<file path="src/rtl/ptts_pkg.sv">
`default_nettype none

package ptts_pkg;

    localparam int NUM_SLOTS = 8;
    localparam int IDX_W     = (NUM_SLOTS > 1) ? $clog2(NUM_SLOTS) : 1;
    localparam int MASK_W    = 8;
    localparam int CNT_W     = 16;

    localparam logic [2:0] OP_CREATE  = 3'd0;
    localparam logic [2:0] OP_SUSPEND = 3'd1;
    localparam logic [2:0] OP_RESUME  = 3'd2;
    localparam logic [2:0] OP_DELETE  = 3'd3;
    localparam logic [2:0] OP_TICK    = 3'd4;

    localparam logic [1:0] RUN_IDLE      = 2'd0;
    localparam logic [1:0] RUN_READY     = 2'd1;
    localparam logic [1:0] RUN_SUSPENDED = 2'd2;
    localparam logic [1:0] RUN_DELETED   = 2'd3;

    typedef struct packed {
        logic             en_create;
        logic             en_state;
        logic             en_countdown;
        logic [IDX_W-1:0] idx;
        logic [1:0]       run_state;
        logic [CNT_W-1:0] period;
        logic [CNT_W-1:0] countdown;
    } slot_wr_t;

    typedef struct packed {
        logic             created;
        logic [1:0]       run_state;
        logic [CNT_W-1:0] period;
        logic [CNT_W-1:0] countdown;
    } slot_rd_t;

    typedef struct packed {
        logic             active;
        logic             fire;
        logic [CNT_W-1:0] countdown;
    } slot_upd_t;

endpackage

`default_nettype wire

</file>
<file path="src/rtl/ptts_slot_table.sv">
`default_nettype none

module ptts_slot_table
    import ptts_pkg::*;
(
    input  wire logic             clk,
    input  wire logic             rst_n,
    input  wire slot_wr_t         wr,
    input  wire logic [IDX_W-1:0] rd_idx,
    output slot_rd_t              rd
);

    logic [NUM_SLOTS-1:0] created_reg;
    logic [1:0]           state_reg     [NUM_SLOTS];
    logic [CNT_W-1:0]     period_reg    [NUM_SLOTS];
    logic [CNT_W-1:0]     countdown_reg [NUM_SLOTS];

    // control bits reset, payload only read once a slot is created
    always_ff @(posedge clk or negedge rst_n)
    begin
        if (!rst_n)
        begin
            created_reg <= '0;
            for (int i = 0; i < NUM_SLOTS; i++)
            begin
                state_reg[i] <= RUN_IDLE;
            end
        end
        else
        begin
            if (wr.en_create)
            begin
                created_reg[wr.idx] <= 1'b1;
            end
            if (wr.en_create || wr.en_state)
            begin
                state_reg[wr.idx] <= wr.run_state;
            end
        end
    end

    always_ff @(posedge clk)
    begin
        if (wr.en_create)
        begin
            period_reg[wr.idx] <= wr.period;
        end
        if (wr.en_create || wr.en_countdown)
        begin
            countdown_reg[wr.idx] <= wr.countdown;
        end
    end

    always_comb
    begin
        rd.created   = created_reg[rd_idx];
        rd.run_state = state_reg[rd_idx];
        rd.period    = period_reg[rd_idx];
        rd.countdown = countdown_reg[rd_idx];
    end

endmodule

`default_nettype wire

</file>
<file path="src/rtl/ptts_count_unit.sv">
`default_nettype none

module ptts_count_unit
    import ptts_pkg::*;
(
    input  wire slot_rd_t  slot,
    output slot_upd_t      upd
);

    logic             at_zero;
    logic [CNT_W-1:0] operand;

    // one decrementer: reload from period when expired, else count down
    always_comb
    begin
        at_zero       = (slot.countdown == '0);
        operand       = at_zero ? slot.period : slot.countdown;
        upd.active    = slot.created && (slot.run_state == RUN_READY);
        upd.fire      = upd.active && at_zero;
        upd.countdown = operand - CNT_W'(1);
    end

endmodule

`default_nettype wire

</file>
<file path="src/rtl/periodic_task_tick_scheduler_core.sv">
`default_nettype none

// periodic task tick scheduler
// command channel: an item (op, task_id, period, first_delay) transfers at a
// rising edge where start is high and busy is low. op selects create,
// suspend, resume, delete or tick; unused op codes and out-of-range slot
// indexes leave the state untouched.
// result channel: done pulses for one cycle with fire_mask and tick_count;
// exactly one result per item. the receiver cannot stall, so the result is
// simply presented for that single cycle.
// a create/suspend/resume/delete item passes through ST_CMD and its result
// is registered into done; a tick walks the slot table one slot per cycle
// through a single countdown unit in ST_WALK, and its result is registered
// after the last slot. busy is high until the result cycle, when a new item
// can already be taken.
// reset (rst_n low, asynchronous) clears all slots to not created, the tick
// counter to zero and drops busy and done.
module periodic_task_tick_scheduler_core
    import ptts_pkg::*;
(
    input  wire logic              clk,
    input  wire logic              rst_n,
    input  wire logic              start,
    output logic                   busy,
    input  wire logic [2:0]        op,
    input  wire logic [2:0]        task_id,
    input  wire logic [CNT_W-1:0]  period,
    input  wire logic [7:0]        first_delay,
    output logic                   done,
    output logic [MASK_W-1:0]      fire_mask,
    output logic [CNT_W-1:0]       tick_count
);

    localparam logic [1:0] ST_IDLE = 2'd0;
    localparam logic [1:0] ST_CMD  = 2'd1;
    localparam logic [1:0] ST_WALK = 2'd2;

    logic [1:0]        state_reg, state_next;
    logic [IDX_W-1:0]  idx_reg, idx_next;
    logic [MASK_W-1:0] mask_reg, mask_next;
    logic [CNT_W-1:0]  tick_reg, tick_next;
    logic              done_reg, done_next;
    logic [MASK_W-1:0] fire_mask_reg, fire_mask_next;
    logic [CNT_W-1:0]  tick_count_reg, tick_count_next;

    logic [2:0]        op_reg;
    logic [2:0]        id_reg;
    logic [CNT_W-1:0]  period_reg;
    logic [7:0]        delay_reg;

    logic              accept;
    logic              id_ok;
    logic              last_slot;
    slot_wr_t          wr;
    slot_rd_t          rd;
    slot_upd_t         upd;

    ptts_slot_table u_table (
        .clk    (clk),
        .rst_n  (rst_n),
        .wr     (wr),
        .rd_idx (idx_reg),
        .rd     (rd)
    );

    ptts_count_unit u_count (
        .slot (rd),
        .upd  (upd)
    );

    assign accept    = start && !busy;
    assign id_ok     = 32'(id_reg) < NUM_SLOTS;
    assign last_slot = (idx_reg == IDX_W'(NUM_SLOTS - 1));

    always_ff @(posedge clk)
    begin
        if (accept)
        begin
            op_reg     <= op;
            id_reg     <= task_id;
            period_reg <= period;
            delay_reg  <= first_delay;
        end
    end

    always_ff @(posedge clk or negedge rst_n)
    begin
        if (!rst_n)
        begin
            state_reg      <= ST_IDLE;
            idx_reg        <= '0;
            mask_reg       <= '0;
            tick_reg       <= '0;
            done_reg       <= 1'b0;
            fire_mask_reg  <= '0;
            tick_count_reg <= '0;
        end
        else
        begin
            state_reg      <= state_next;
            idx_reg        <= idx_next;
            mask_reg       <= mask_next;
            tick_reg       <= tick_next;
            done_reg       <= done_next;
            fire_mask_reg  <= fire_mask_next;
            tick_count_reg <= tick_count_next;
        end
    end

    always_comb
    begin
        state_next      = state_reg;
        idx_next        = idx_reg;
        mask_next       = mask_reg;
        tick_next       = tick_reg;
        done_next       = 1'b0;
        fire_mask_next  = fire_mask_reg;
        tick_count_next = tick_count_reg;

        wr              = '0;
        wr.idx          = IDX_W'(id_reg);
        wr.period       = (period_reg == '0) ? CNT_W'(1) : period_reg;
        wr.countdown    = CNT_W'(delay_reg);
        wr.run_state    = RUN_READY;

        unique case (state_reg)
            ST_IDLE:
            begin
                if (accept)
                begin
                    idx_next  = '0;
                    mask_next = '0;
                    state_next = (op == OP_TICK) ? ST_WALK : ST_CMD;
                end
            end
            ST_CMD:
            begin
                if (id_ok)
                begin
                    unique case (op_reg)
                        OP_CREATE:  wr.en_create = 1'b1;
                        OP_SUSPEND:
                        begin
                            wr.en_state  = 1'b1;
                            wr.run_state = RUN_SUSPENDED;
                        end
                        OP_RESUME:
                        begin
                            wr.en_state  = 1'b1;
                            wr.run_state = RUN_READY;
                        end
                        OP_DELETE:
                        begin
                            wr.en_state  = 1'b1;
                            wr.run_state = RUN_DELETED;
                        end
                        default: ;
                    endcase
                end
                done_next       = 1'b1;
                fire_mask_next  = '0;
                tick_count_next = tick_reg;
                state_next      = ST_IDLE;
            end
            ST_WALK:
            begin
                wr.idx          = idx_reg;
                wr.en_countdown = upd.active;
                wr.countdown    = upd.countdown;
                for (int i = 0; i < MASK_W; i++)
                begin
                    if (upd.fire && (32'(idx_reg) == i))
                    begin
                        mask_next[i] = 1'b1;
                    end
                end
                if (last_slot)
                begin
                    tick_next       = tick_reg + CNT_W'(1);
                    done_next       = 1'b1;
                    fire_mask_next  = mask_next;
                    tick_count_next = tick_next;
                    state_next      = ST_IDLE;
                end
                else
                begin
                    idx_next = idx_reg + IDX_W'(1);
                end
            end
            default:
            begin
                state_next = ST_IDLE;
            end
        endcase
    end

    assign busy       = (state_reg != ST_IDLE);
    assign done       = done_reg;
    assign fire_mask  = fire_mask_reg;
    assign tick_count = tick_count_reg;

endmodule

`default_nettype wire
</file>
<file path="config.mk">
export PLATFORM = sky130hd
export DESIGN_NAME = periodic_task_tick_scheduler_core
export DESIGN_NICKNAME = d
export VERILOG_FILES = /design/src/rtl/ptts_pkg.sv /design/src/rtl/ptts_slot_table.sv /design/src/rtl/ptts_count_unit.sv /design/src/rtl/periodic_task_tick_scheduler_core.sv
export SDC_FILE = /design/constraint.sdc
export NUM_CORES = 1
export LEC_CHECK = 0
export ABC_AREA = 0
export BUFFER_PORTS_ARGS = -buffer_cell sky130_fd_sc_hd__buf_2
export CORE_UTILIZATION = 25
export DETAILED_ROUTE_END_ITERATION = 10
export MAX_ROUTING_LAYER = met4
export PLACE_DENSITY = 0.47
export SKIP_CTS_REPAIR_TIMING = 1
export SYNTH_ARGS = -nofsm -noshare
export SYNTH_HDL_FRONTEND = slang
export SYNTH_SLANG_ARGS = --single-unit
</file>
<file path="constraint.sdc">
create_clock -name clk -period 5.35 [get_ports clk]
set_input_delay 1.605 -clock clk [delete_from_list [all_inputs] [get_ports clk]]
set_output_delay 1.605 -clock clk [all_outputs]
set_load 0.01 [all_outputs]
</file>
==> flow_results.xml, run 1 <==
<?xml version="1.0" encoding="UTF-8"?>
<metrics>
  <group name="timing">
    <metric name="setup_ws" unit="ns">0.5295</metric>
    <metric name="clock-skew-final" unit="ns">0.01216</metric>
    <metric name="slew_worst_pin" unit="ns">1.234</metric>
    <metric name="report.final.slew_viol_count" unit="">0</metric>
    <metric name="hold_violations" unit="">0</metric>
    <metric name="setup-violations-final" unit="">0</metric>
    <metric name="rsz0062_at_grt" unit="">false</metric>
    <metric name="tns" unit="ns">0</metric>
    <metric name="slew_headroom" unit="%">17.60</metric>
    <metric name="layout_min_cycle_time" unit="ns">4.821</metric>
    <metric name="final.period_utilization" unit="%">90.10</metric>
    <metric name="maximum_clock_frequency" unit="MHz">207.4</metric>
  </group>
  <group name="cts">
    <metric name="cts.path.max_buffers" unit="">3</metric>
    <metric name="clock-sinks" unit="">364</metric>
    <metric name="worst_setup_hold_path_clk_slew" unit="ns">0.06</metric>
    <metric name="clk-insertion-delay-late" unit="ns">0.57</metric>
    <metric name="htree_num_levels" unit="">2</metric>
    <metric name="clock_tree.root_cell" unit="">clkbuf_16</metric>
    <metric name="cts_inserted_buffers" unit="">42</metric>
    <metric name="tritoncts" unit="">done</metric>
  </group>
  <group name="synthesis">
    <metric name="synth.top_cells.by_area" unit="">edfxtp_1, dfrtp_1, mux4_2</metric>
    <metric name="synth_area_per_cell" unit="um^2">14.95</metric>
    <metric name="yosysUniqueCellTypes" unit="">77</metric>
    <metric name="synthesis.area" unit="um^2">15860</metric>
    <metric name="async_reset_ff_share" unit="%">21.43</metric>
    <metric name="synth-main-ff-cell" unit="">edfxtp_1</metric>
    <metric name="yosysTopAreaCell" unit="">edfxtp_1</metric>
    <metric name="synth_largest_type_area_fraction" unit="%">54.15</metric>
    <metric name="synth.cells.most_frequent" unit="">edfxtp_1, nand2_1, dfrtp_1</metric>
    <metric name="syn_nets" unit="">1105</metric>
    <metric name="synth-edff-count" unit="">286</metric>
    <metric name="yosys_warnings" unit="">0</metric>
    <metric name="ffs_latches_synth" unit="">364</metric>
    <metric name="yosys.cell_count.top_type" unit="">edfxtp_1</metric>
    <metric name="synthesized_instance_count" unit="">1061</metric>
    <metric name="synth_sequential_area_ratio" unit="%">66.46</metric>
  </group>
  <group name="die">
    <metric name="rows" unit="">91</metric>
    <metric name="die_area" unit="um^2">64450</metric>
    <metric name="fp.dieH" unit="um">253.9</metric>
    <metric name="initial_utilization" unit="%">25.51</metric>
    <metric name="die_w" unit="um">253.9</metric>
    <metric name="placeableCoreArea" unit="um^2">62170</metric>
    <metric name="io_pins" unit="">59</metric>
  </group>
  <group name="global_route">
    <metric name="vias_in_the_first_global_route" unit="">9234</metric>
    <metric name="global_route_total_overflow" unit="">0</metric>
    <metric name="track_usage" unit="%">12.64</metric>
    <metric name="global_route_wire_length_before_repair" unit="mm">59.01</metric>
    <metric name="grt_antenna_before_repair" unit="">1</metric>
    <metric name="pin_count_of_the_biggest_net_entering_global_routing" unit="">59</metric>
  </group>
  <group name="drt">
    <metric name="via_per_inst" unit="">4.557</metric>
    <metric name="drt_iter0_markers" unit="">586</metric>
    <metric name="drt_pre_antenna_iters" unit="">5</metric>
    <metric name="postRouteWirelength" unit="mm">39.31</metric>
    <metric name="routed_wire_length_per_instance" unit="um">19.71</metric>
    <metric name="ant_nets" unit="">0</metric>
    <metric name="routed-via-count" unit="">9092</metric>
    <metric name="route.detailed.drc" unit="">0</metric>
  </group>
  <group name="place">
    <metric name="placement.io_buffers" unit="">58</metric>
    <metric name="detailed_place_hpwl" unit="mm">24.19</metric>
    <metric name="gp_routability_congestion" unit="">0.7818</metric>
    <metric name="post-place-ws" unit="ns">0.5961</metric>
  </group>
  <group name="worst_setup_path">
    <metric name="arr_time_crit_path" unit="ns">5.10</metric>
    <metric name="path_cells" unit="">mux4_1 &gt; mux2i_2 &gt; a21bo_1 &gt; nor4_4 &gt; buf_4 &gt; and3_1 &gt; a21oi_1 &gt; ha_1 &gt; inv_1 &gt; nor3_1 &gt; and2_1 &gt; o211ai_1 &gt; o21ai_0 &gt; a21oi_1</metric>
    <metric name="timing.critical_path.max_delay_family" unit="">compound AO/OA/AOI/OAI gates</metric>
    <metric name="critPathLaunchType" unit="">flop</metric>
    <metric name="worst_path_most_repeated_cell" unit="">a21oi_1</metric>
    <metric name="worst-path-buf-inv" unit="">2</metric>
    <metric name="critical-path-max-stage-delay" unit="ns">0.76</metric>
    <metric name="end_kind" unit="">flop</metric>
    <metric name="crit_required" unit="ns">5.63</metric>
    <metric name="path_max_fanout" unit="">25</metric>
    <metric name="critical_path_class" unit="">reg -&gt; reg</metric>
    <metric name="timing.critical_path.slowest_stage_cell" unit="">dfrtp_4</metric>
  </group>
  <group name="cells_and_area">
    <metric name="area_growth" unit="%">16.50</metric>
    <metric name="drive_above_1_share" unit="%">23.16</metric>
    <metric name="multiInputGateArea" unit="um^2">4951</metric>
    <metric name="seq_area" unit="um^2">10550</metric>
    <metric name="layout.nets" unit="">1168</metric>
    <metric name="fillCellCount" unit="">6237</metric>
  </group>
  <group name="hold_path">
    <metric name="hp-class" unit="">reg -&gt; reg</metric>
  </group>
  <group name="run">
    <metric name="max_cap_viol" unit="">0</metric>
  </group>
  <group name="pwr">
    <metric name="switching_pwr" unit="mW">1.761</metric>
    <metric name="peak_ir_drop_on_the_vdd_network" unit="uV">267.9</metric>
    <metric name="cellInternalPower" unit="mW">5.332</metric>
    <metric name="swShare" unit="%">24.83</metric>
    <metric name="seqPwrFrac" unit="%">48.8</metric>
    <metric name="clockPowerShare" unit="%">40.1</metric>
    <metric name="power.combinational.fraction" unit="%">11.2</metric>
    <metric name="power_per_cell_area" unit="nW/um^2">383.9</metric>
    <metric name="leakage" unit="nW">6.321</metric>
  </group>
  <group name="run_status">
    <metric name="status" unit="">finished clean</metric>
  </group>
</metrics>
==> path summary, 6_finish.rpt <==
| kind | start | endpoint | slack, ns | depth (start not counted) |
|---|---|---|---|---|
| worst max-delay path | idx_reg[0] | u_table.countdown_reg[3][12] | 0.53 | 14 |
| worst min-delay path | u_table.created_reg[2] | u_table.created_reg[2] | 0.47 | 1 |
| worst max register to register | idx_reg[0] | u_table.countdown_reg[3][12] | 0.53 | 14 |
| worst min register to register | u_table.created_reg[2] | u_table.created_reg[2] | 0.47 | 1 |
| max in group asynchronous | rst_n | u_table.state_reg[4] | 3.38 | 2 |
| min in group asynchronous | rst_n | tick_count[4] | 1.04 | 1 |
==> power by group through the flow <==
stage | clock (mW) | combinational, mW | sequential, mW
after floorplan | 0 | 0.555 | 3.47
after global placement | 0 | 0.791 | 3.51
after detailed placement | 0 | 0.803 | 3.52
after CTS | 2.93 | 0.804 | 3.46
after global routing | 3.02 | 0.867 | 3.49
final | 2.84 | 0.792 | 3.46
==> cells in the final DEF (no fill, tap or decap), drive strengths merged, types with 5 or more instances in the layout <==
master and instances:
o21a 5, a211oi 8, and3 10, o22ai 12
mux2 29, a21oi 51, clkbuf 48, mux2i 31
edfxtp 286, mux4 58, a22oi 7, nor2 76
inv 13, nor3 13, ha 11, nand2b 9
nand2 85, nor2b 8, or2 15, bufinv 5
nand3 23, nor4 6, and2 10, buf 85
xnor2 17, clkinv 19, a31oi 12, o211ai 6
dfrtp 78, nand3b 5, o21ai 60
==> kinds of logic (layout without fill, tap and decap cells) <==
kind of cell | Yosys count | in the layout | share of synthesized area, %
XOR/XNOR | 21 | 21 | 1.160
AND/OR/NAND/NOR | 279 | 279 | 8.915
AO/OA/AOI/OAI | 191 | 191 | 7.447
multiplexers | 118 | 118 | 12.68
other | 0 | 1 | 0
buffers and inverters | 77 | 173 | 2.477
adder cells (fa/ha/maj) | 11 | 11 | 0.8678
flip-flops | 364 | 364 | 66.46
==> through the flow <==
stage | hold slack, ns | instances | util, % | cell area, um^2 | power [mW]
after detailed placement | 0.4547 | 1917 | 27.52 | 17110 | 4.321
after CTS | 0.4688 | 1994 | 29.72 | 18470 | 7.195
after floorplan | 0.4398 | 1061 | - | 15860 | 4.021
after global routing | 0.4941 | 1995 | 29.72 | 18480 | 7.380
final | 0.4689 | 1995 | 29.72 | 18480 | 7.093
after global placement | 0.4586 | 1917 | 27.52 | 17110 | 4.303
==> layer usage <==
layer	up-vias	wire (um)	global-route usage, %
met5	-	0	-
met4	0	756	3.477
met3	57	1643	2.458
met2	187	18850	19.98
met1	4646	18060	16.51
li1	4202	-	-
==> layout make-up <==
| class | instances | area share, % |
|---|---|---|
| multi-input combinational | 620 | 26.80 |
| clock inverter | 29 | 1.571 |
| inverter | 11 | 0.2370 |
| antenna | 1 | 0.01354 |
| tap | 837 | 5.668 |
| clock buffer | 48 | 5.810 |
| sequential | 364 | 57.09 |
| timing repair buffer | 85 | 2.817 |
Note: power is estimated with default switching activity, not from simulation.
==> inputs of run 2 (changes only) <==
- CORE_UTILIZATION: 25 -> 56
- PLACE_DENSITY: 0.47 -> 0.84
- clock period: 5.35 -> 4.34 ns (I/O delays scaled with it)
==> flow_results.xml, run 2 (same netlist as run 1, synthesis figures left out) <==
<?xml version="1.0" encoding="UTF-8"?>
<metrics>
  <group name="global_route">
    <metric name="track_usage" unit="%">26.09</metric>
    <metric name="global_route_total_overflow" unit="">0</metric>
    <metric name="vias_in_the_first_global_route" unit="">9545</metric>
    <metric name="global_route_wire_length_before_repair" unit="mm">54.48</metric>
    <metric name="pin_count_of_the_biggest_net_entering_global_routing" unit="">79</metric>
    <metric name="grt_antenna_before_repair" unit="">0</metric>
  </group>
  <group name="cells_and_area">
    <metric name="mostFrequentLayoutCells" unit="">edfxtp_1, nand2_1, dfrtp_1</metric>
    <metric name="drive_above_1_share" unit="%">23.01</metric>
    <metric name="fillCellCount" unit="">1878</metric>
    <metric name="final_common_cell" unit="">edfxtp_1</metric>
    <metric name="layoutNonFillerInstCount" unit="">1534</metric>
    <metric name="area_growth" unit="%">12.25</metric>
    <metric name="layout.nets" unit="">1174</metric>
    <metric name="antenna_cells" unit="">0</metric>
  </group>
  <group name="timing">
    <metric name="tns" unit="ns">0</metric>
    <metric name="final.period_utilization" unit="%">92.78</metric>
    <metric name="report.final.slew_viol_count" unit="">0</metric>
    <metric name="setup_ws" unit="ns">0.3132</metric>
    <metric name="hold_violations" unit="">0</metric>
    <metric name="hold_ws" unit="ns">0.4689</metric>
    <metric name="layout_min_cycle_time" unit="ns">4.027</metric>
    <metric name="setup-violations-final" unit="">0</metric>
    <metric name="slew_headroom" unit="%">24.57</metric>
    <metric name="clock-skew-final" unit="ns">0.01789</metric>
    <metric name="maximum_clock_frequency" unit="MHz">248.3</metric>
    <metric name="rsz0062_at_grt" unit="">false</metric>
    <metric name="slew_worst_pin" unit="ns">1.129</metric>
  </group>
  <group name="run">
    <metric name="max_cap_viol" unit="">0</metric>
  </group>
  <group name="drt">
    <metric name="routed-via-count" unit="">9624</metric>
    <metric name="drt_pre_antenna_iters" unit="">6</metric>
    <metric name="ant_nets" unit="">0</metric>
    <metric name="postRouteWirelength" unit="mm">35.44</metric>
    <metric name="via_per_inst" unit="">6.274</metric>
    <metric name="drt_iter0_markers" unit="">919</metric>
    <metric name="route.detailed.drc" unit="">0</metric>
    <metric name="routed_wire_length_per_instance" unit="um">23.10</metric>
  </group>
  <group name="place">
    <metric name="post-place-ws" unit="ns">0.2004</metric>
    <metric name="placement.io_buffers" unit="">58</metric>
    <metric name="gp_routability_congestion" unit="">0.9243</metric>
    <metric name="place.detailed.instances" unit="">1471</metric>
    <metric name="detailed_place_hpwl" unit="mm">21.89</metric>
  </group>
  <group name="worst_setup_path">
    <metric name="timing.critical_path.slowest_stage_cell" unit="">dfrtp_4</metric>
    <metric name="worst-path-buf-inv" unit="">1</metric>
    <metric name="crit_required" unit="ns">4.62</metric>
    <metric name="end_kind" unit="">flop</metric>
    <metric name="critPathLaunchType" unit="">flop</metric>
    <metric name="path_cells" unit="">mux4_1 &gt; mux2i_2 &gt; a21bo_1 &gt; nor4_4 &gt; and3_1 &gt; a21oi_1 &gt; ha_1 &gt; inv_1 &gt; nor3_1 &gt; and2_1 &gt; o211ai_1 &gt; o21ai_0 &gt; a21oi_2</metric>
    <metric name="critical_path_class" unit="">reg -&gt; reg</metric>
    <metric name="timing.critical_path.max_delay_family" unit="">compound AO/OA/AOI/OAI gates</metric>
    <metric name="path_max_fanout" unit="">18</metric>
    <metric name="critical-path-max-stage-delay" unit="ns">0.65</metric>
    <metric name="arr_time_crit_path" unit="ns">4.31</metric>
  </group>
  <group name="run_status">
    <metric name="status" unit="">finished clean</metric>
  </group>
  <group name="pwr">
    <metric name="leakage" unit="nW">6.292</metric>
    <metric name="peak_ir_drop_on_the_vdd_network" unit="uV">364.1</metric>
    <metric name="report.power.total" unit="mW">8.406</metric>
    <metric name="power_per_cell_area" unit="nW/um^2">472.2</metric>
  </group>
  <group name="cts">
    <metric name="clock-sinks" unit="">364</metric>
    <metric name="cts.path.max_buffers" unit="">3</metric>
    <metric name="clock_tree.root_cell" unit="">clkbuf_16</metric>
    <metric name="cts_inserted_buffers" unit="">35</metric>
    <metric name="htree_num_levels" unit="">2</metric>
    <metric name="tritoncts" unit="">done</metric>
    <metric name="worst_setup_hold_path_clk_slew" unit="ns">0.06</metric>
    <metric name="clk-insertion-delay-late" unit="ns">0.52</metric>
  </group>
  <group name="die">
    <metric name="io_pins" unit="">59</metric>
    <metric name="fp.dieH" unit="um">170.3</metric>
    <metric name="die_area" unit="um^2">29000</metric>
    <metric name="initial_utilization" unit="%">56.93</metric>
    <metric name="rows" unit="">61</metric>
    <metric name="placeableCoreArea" unit="um^2">27860</metric>
    <metric name="die_w" unit="um">170.3</metric>
  </group>
  <group name="hold_path">
    <metric name="hp-class" unit="">reg -&gt; reg</metric>
  </group>
</metrics>
==> run 2: path summary, 6_finish.rpt <==
| kind | depth (start not counted) | slack (ns) | end | startpoint |
|---|---|---|---|---|
| max in group asynchronous | 1 | 2.62 | idx_reg[0] | rst_n |
| min | 1 | 0.47 | u_table.created_reg[7] | u_table.created_reg[7] |
| min reg2reg | 1 | 0.47 | u_table.created_reg[7] | u_table.created_reg[7] |
| max reg2reg | 13 | 0.31 | u_table.countdown_reg[0][14] | idx_reg[0] |
| max | 13 | 0.31 | u_table.countdown_reg[0][14] | idx_reg[0] |
| min in group asynchronous | 1 | 0.92 | tick_count[2] | rst_n |
==> run 2: metrics by stage <==
step	area (um^2)	utilization, %
after global routing	17800	63.91
final	17800	63.91
after detailed placement	16600	59.59
after CTS	17790	63.85
after global placement	16600	59.59
after floorplan	15860	-
==> run 2: per-layer routing <==
metal  routed length [um]  GRT usage (%)  vias up
li1                     -              -     4203
met1                13910          33.78     4840
met2                17630          41.80      488
met3                 2700          4.140       93
met4                 1200          10.07        0
met5                    0              -        -
==> run 2: power breakdown <==
group	switching, mW	total, mW	internal (mW)
Combinational	0.553	0.976	0.422
Sequential	0.188	4.26	4.08
Clock	1.30	3.17	1.86
Total	2.05	8.41	6.36
==> run 2: final cells by class <==
cell class | instances | area [um^2] | share of cell area [%]
Sequential cell | 364 | 10550 | 59.25
Inverter | 11 | 43.79 | 0.2460
Timing Repair Buffer | 98 | 609.3 | 3.423
Multi-Input combinational cell | 620 | 4942 | 27.76
Clock buffer | 41 | 898.4 | 5.046
Tap cell | 378 | 473.0 | 2.657
Clock inverter | 22 | 289.0 | 1.623
==> run 2: worst reg2reg max path: stages, from the launching register on <==
cell	delay, ns
dfrtp_4	0.65
mux4_1	0.65
mux2i_2	0.21
a21bo_1	0.26
nor4_4	0.35
and3_1	0.24
a21oi_1	0.09
ha_1	0.24
inv_1	0.09
nor3_1	0.06
and2_1	0.18
o211ai_1	0.21
o21ai_0	0.21
a21oi_2	0.36
==> inputs of run 3 (changes only) <==
- REMOVE_ABC_BUFFERS: unset -> 1
==> flow_results.xml, run 3 (same netlist as run 1, synthesis figures left out) <==
<?xml version="1.0" encoding="UTF-8"?>
<metrics>
  <group name="run_status">
    <metric name="status" unit="">finished clean</metric>
  </group>
  <group name="die">
    <metric name="fp.dieH" unit="um">170.3</metric>
    <metric name="placeableCoreArea" unit="um^2">27860</metric>
    <metric name="rows" unit="">61</metric>
    <metric name="die_w" unit="um">170.3</metric>
    <metric name="io_pins" unit="">59</metric>
    <metric name="die_area" unit="um^2">29000</metric>
    <metric name="initial_utilization" unit="%">56.93</metric>
  </group>
  <group name="cells_and_area">
    <metric name="final_core_utilization" unit="%">64.06</metric>
    <metric name="final_common_cell" unit="">edfxtp_1</metric>
    <metric name="drive_above_1_share" unit="%">23.79</metric>
    <metric name="fillCellCount" unit="">1881</metric>
    <metric name="mostFrequentLayoutCells" unit="">edfxtp_1, nand2_1, dfrtp_1</metric>
    <metric name="stdcell_area" unit="um^2">17850</metric>
    <metric name="layout.nets" unit="">1190</metric>
    <metric name="antenna_cells" unit="">0</metric>
    <metric name="area_growth" unit="%">12.53</metric>
  </group>
  <group name="global_route">
    <metric name="vias_in_the_first_global_route" unit="">9423</metric>
    <metric name="track_usage" unit="%">25.43</metric>
    <metric name="global_route_wire_length_before_repair" unit="mm">53.56</metric>
    <metric name="global_route_total_overflow" unit="">0</metric>
    <metric name="grt_antenna_before_repair" unit="">0</metric>
    <metric name="pin_count_of_the_biggest_net_entering_global_routing" unit="">79</metric>
  </group>
  <group name="cts">
    <metric name="htree_num_levels" unit="">2</metric>
    <metric name="cts_inserted_buffers" unit="">37</metric>
    <metric name="cts.path.max_buffers" unit="">3</metric>
    <metric name="worst_setup_hold_path_clk_slew" unit="ns">0.06</metric>
    <metric name="tritoncts" unit="">done</metric>
    <metric name="clock-sinks" unit="">364</metric>
    <metric name="clk-insertion-delay-late" unit="ns">0.53</metric>
    <metric name="clock_tree.root_cell" unit="">clkbuf_16</metric>
  </group>
  <group name="worst_setup_path">
    <metric name="critical-path-max-stage-delay" unit="ns">0.64</metric>
    <metric name="path_max_fanout" unit="">17</metric>
    <metric name="timing.critical_path.slowest_stage_cell" unit="">mux4_1</metric>
    <metric name="critPathLaunchType" unit="">flop</metric>
    <metric name="crit_required" unit="ns">4.64</metric>
    <metric name="arr_time_crit_path" unit="ns">4.43</metric>
    <metric name="path_cells" unit="">mux4_1 &gt; mux2i_2 &gt; a21bo_1 &gt; nor4_4 &gt; and3_1 &gt; a21oi_1 &gt; ha_1 &gt; inv_1 &gt; nor3_1 &gt; and2_1 &gt; o211ai_1 &gt; o21ai_0 &gt; a21oi_2</metric>
    <metric name="end_kind" unit="">flop</metric>
    <metric name="critical_path_class" unit="">reg -&gt; reg</metric>
  </group>
  <group name="timing">
    <metric name="rsz0062_at_grt" unit="">false</metric>
    <metric name="slew_worst_pin" unit="ns">1.106</metric>
    <metric name="setup-violations-final" unit="">0</metric>
    <metric name="report.final.slew_viol_count" unit="">0</metric>
    <metric name="layout_min_cycle_time" unit="ns">4.130</metric>
    <metric name="final.period_utilization" unit="%">95.17</metric>
    <metric name="setup_ws" unit="ns">0.2098</metric>
    <metric name="hold_violations" unit="">0</metric>
    <metric name="maximum_clock_frequency" unit="MHz">242.1</metric>
    <metric name="slew_headroom" unit="%">26.12</metric>
    <metric name="clock-skew-final" unit="ns">0.01575</metric>
  </group>
  <group name="drt">
    <metric name="met3_wirelength" unit="mm">2.545</metric>
    <metric name="route.layer.met1.wl" unit="mm">14.49</metric>
    <metric name="routed_wire_length_per_instance" unit="um">22.39</metric>
    <metric name="routed-wl-met2" unit="mm">16.85</metric>
    <metric name="route.detailed.drc" unit="">0</metric>
    <metric name="via_per_inst" unit="">6.219</metric>
    <metric name="routed-via-count" unit="">9646</metric>
    <metric name="drt_pre_antenna_iters" unit="">6</metric>
    <metric name="drt_iter0_markers" unit="">1083</metric>
    <metric name="ant_nets" unit="">0</metric>
    <metric name="routed.top_layer" unit="">met4</metric>
    <metric name="postRouteWirelength" unit="mm">34.72</metric>
  </group>
  <group name="pwr">
    <metric name="leakage" unit="nW">6.342</metric>
    <metric name="power_per_cell_area" unit="nW/um^2">460.1</metric>
    <metric name="peak_ir_drop_on_the_vdd_network" unit="uV">385.3</metric>
    <metric name="report.power.total" unit="mW">8.212</metric>
  </group>
  <group name="hold_path">
    <metric name="hp-class" unit="">reg -&gt; reg</metric>
  </group>
  <group name="run">
    <metric name="max_cap_viol" unit="">0</metric>
  </group>
  <group name="place">
    <metric name="post-place-ws" unit="ns">0.04156</metric>
    <metric name="dpl_cell_area" unit="um^2">16640</metric>
    <metric name="detailed_place_hpwl" unit="mm">21.21</metric>
    <metric name="gp_routability_congestion" unit="">0.9069</metric>
    <metric name="placement.io_buffers" unit="">58</metric>
  </group>
</metrics>
==> run 3: cell types whose count changed in the layout (fill, tap and decap cells not counted), moves of 2 or more <==
cell / delta
clkinv_8: +2
clkbuf_1: +3
bufinv_16: -5
clkinv_2: +5
inv_6: -2
clkbuf_16: +2
buf_4: +14
==> run 3: final cells by class <==
cell class | instances | area [um^2] | area share [%]
Clock inverter | 20 | 157.7 | 0.8833
Inverter | 11 | 43.79 | 0.2454
Tap cell | 378 | 473.0 | 2.650
Clock buffer | 46 | 959.7 | 5.377
Multi-Input combinational cell | 620 | 4942 | 27.69
Sequential cell | 364 | 10550 | 59.10
Timing Repair Buffer | 112 | 723.2 | 4.052
==> run 3: metrics by stage <==
stage,cells,hold WS (ns),setup TNS (ns)
3_3_place_gp,1475,0.4609,0
2_1_floorplan,995,0.4398,-187.20
6_report,1551,0.4677,0
3_5_place_dp,1475,0.4532,0
4_1_cts,1541,0.4684,-0.2898
5_1_grt,1551,0.4792,0
==> run 3: path summary, 6_finish.rpt <==
path | startpoint | to | slack [ns] | cells past startpoint
worst max-delay path | idx_reg[0] | u_table.countdown_reg[7][14] | 0.21 | 13
worst min-delay path | u_table.created_reg[0] | u_table.created_reg[0] | 0.47 | 1
worst max register to register | idx_reg[0] | u_table.countdown_reg[7][14] | 0.21 | 13
worst min register to register | u_table.created_reg[0] | u_table.created_reg[0] | 0.47 | 1
max in group asynchronous | rst_n | idx_reg[1] | 2.67 | 1
min in group asynchronous | rst_n | tick_count[4] | 0.94 | 1
==> run 3: power by group <==
| group | total (mW) | leakage [nW] | switching [mW] | internal (mW) |
|---|---|---|---|---|
| clock | 2.95 | 0.543 | 1.31 | 1.65 |
| sequential | 4.26 | 3.63 | 0.183 | 4.08 |
| combinational | 1.00 | 2.17 | 0.562 | 0.439 |
==> run 3: critical path: cells and delay by family, from the launching register on <==
family	cells	cell delay [ns]
AO/OA/AOI/OAI	5	1.14
adder cells (fa/ha/maj)	1	0.23
buffers and inverters	1	0.09
flip-flops	1	0.59
multiplexers	2	0.89
AND/OR/NAND/NOR	4	0.94
==> run 3: metal layers <==
layer / track usage (%) / up-vias
met3: 4.372 / 72
met2: 39.63 / 456
met1: 34.59 / 4883
li1: - / 4235
met5: - / -
met4: 7.716 / 0
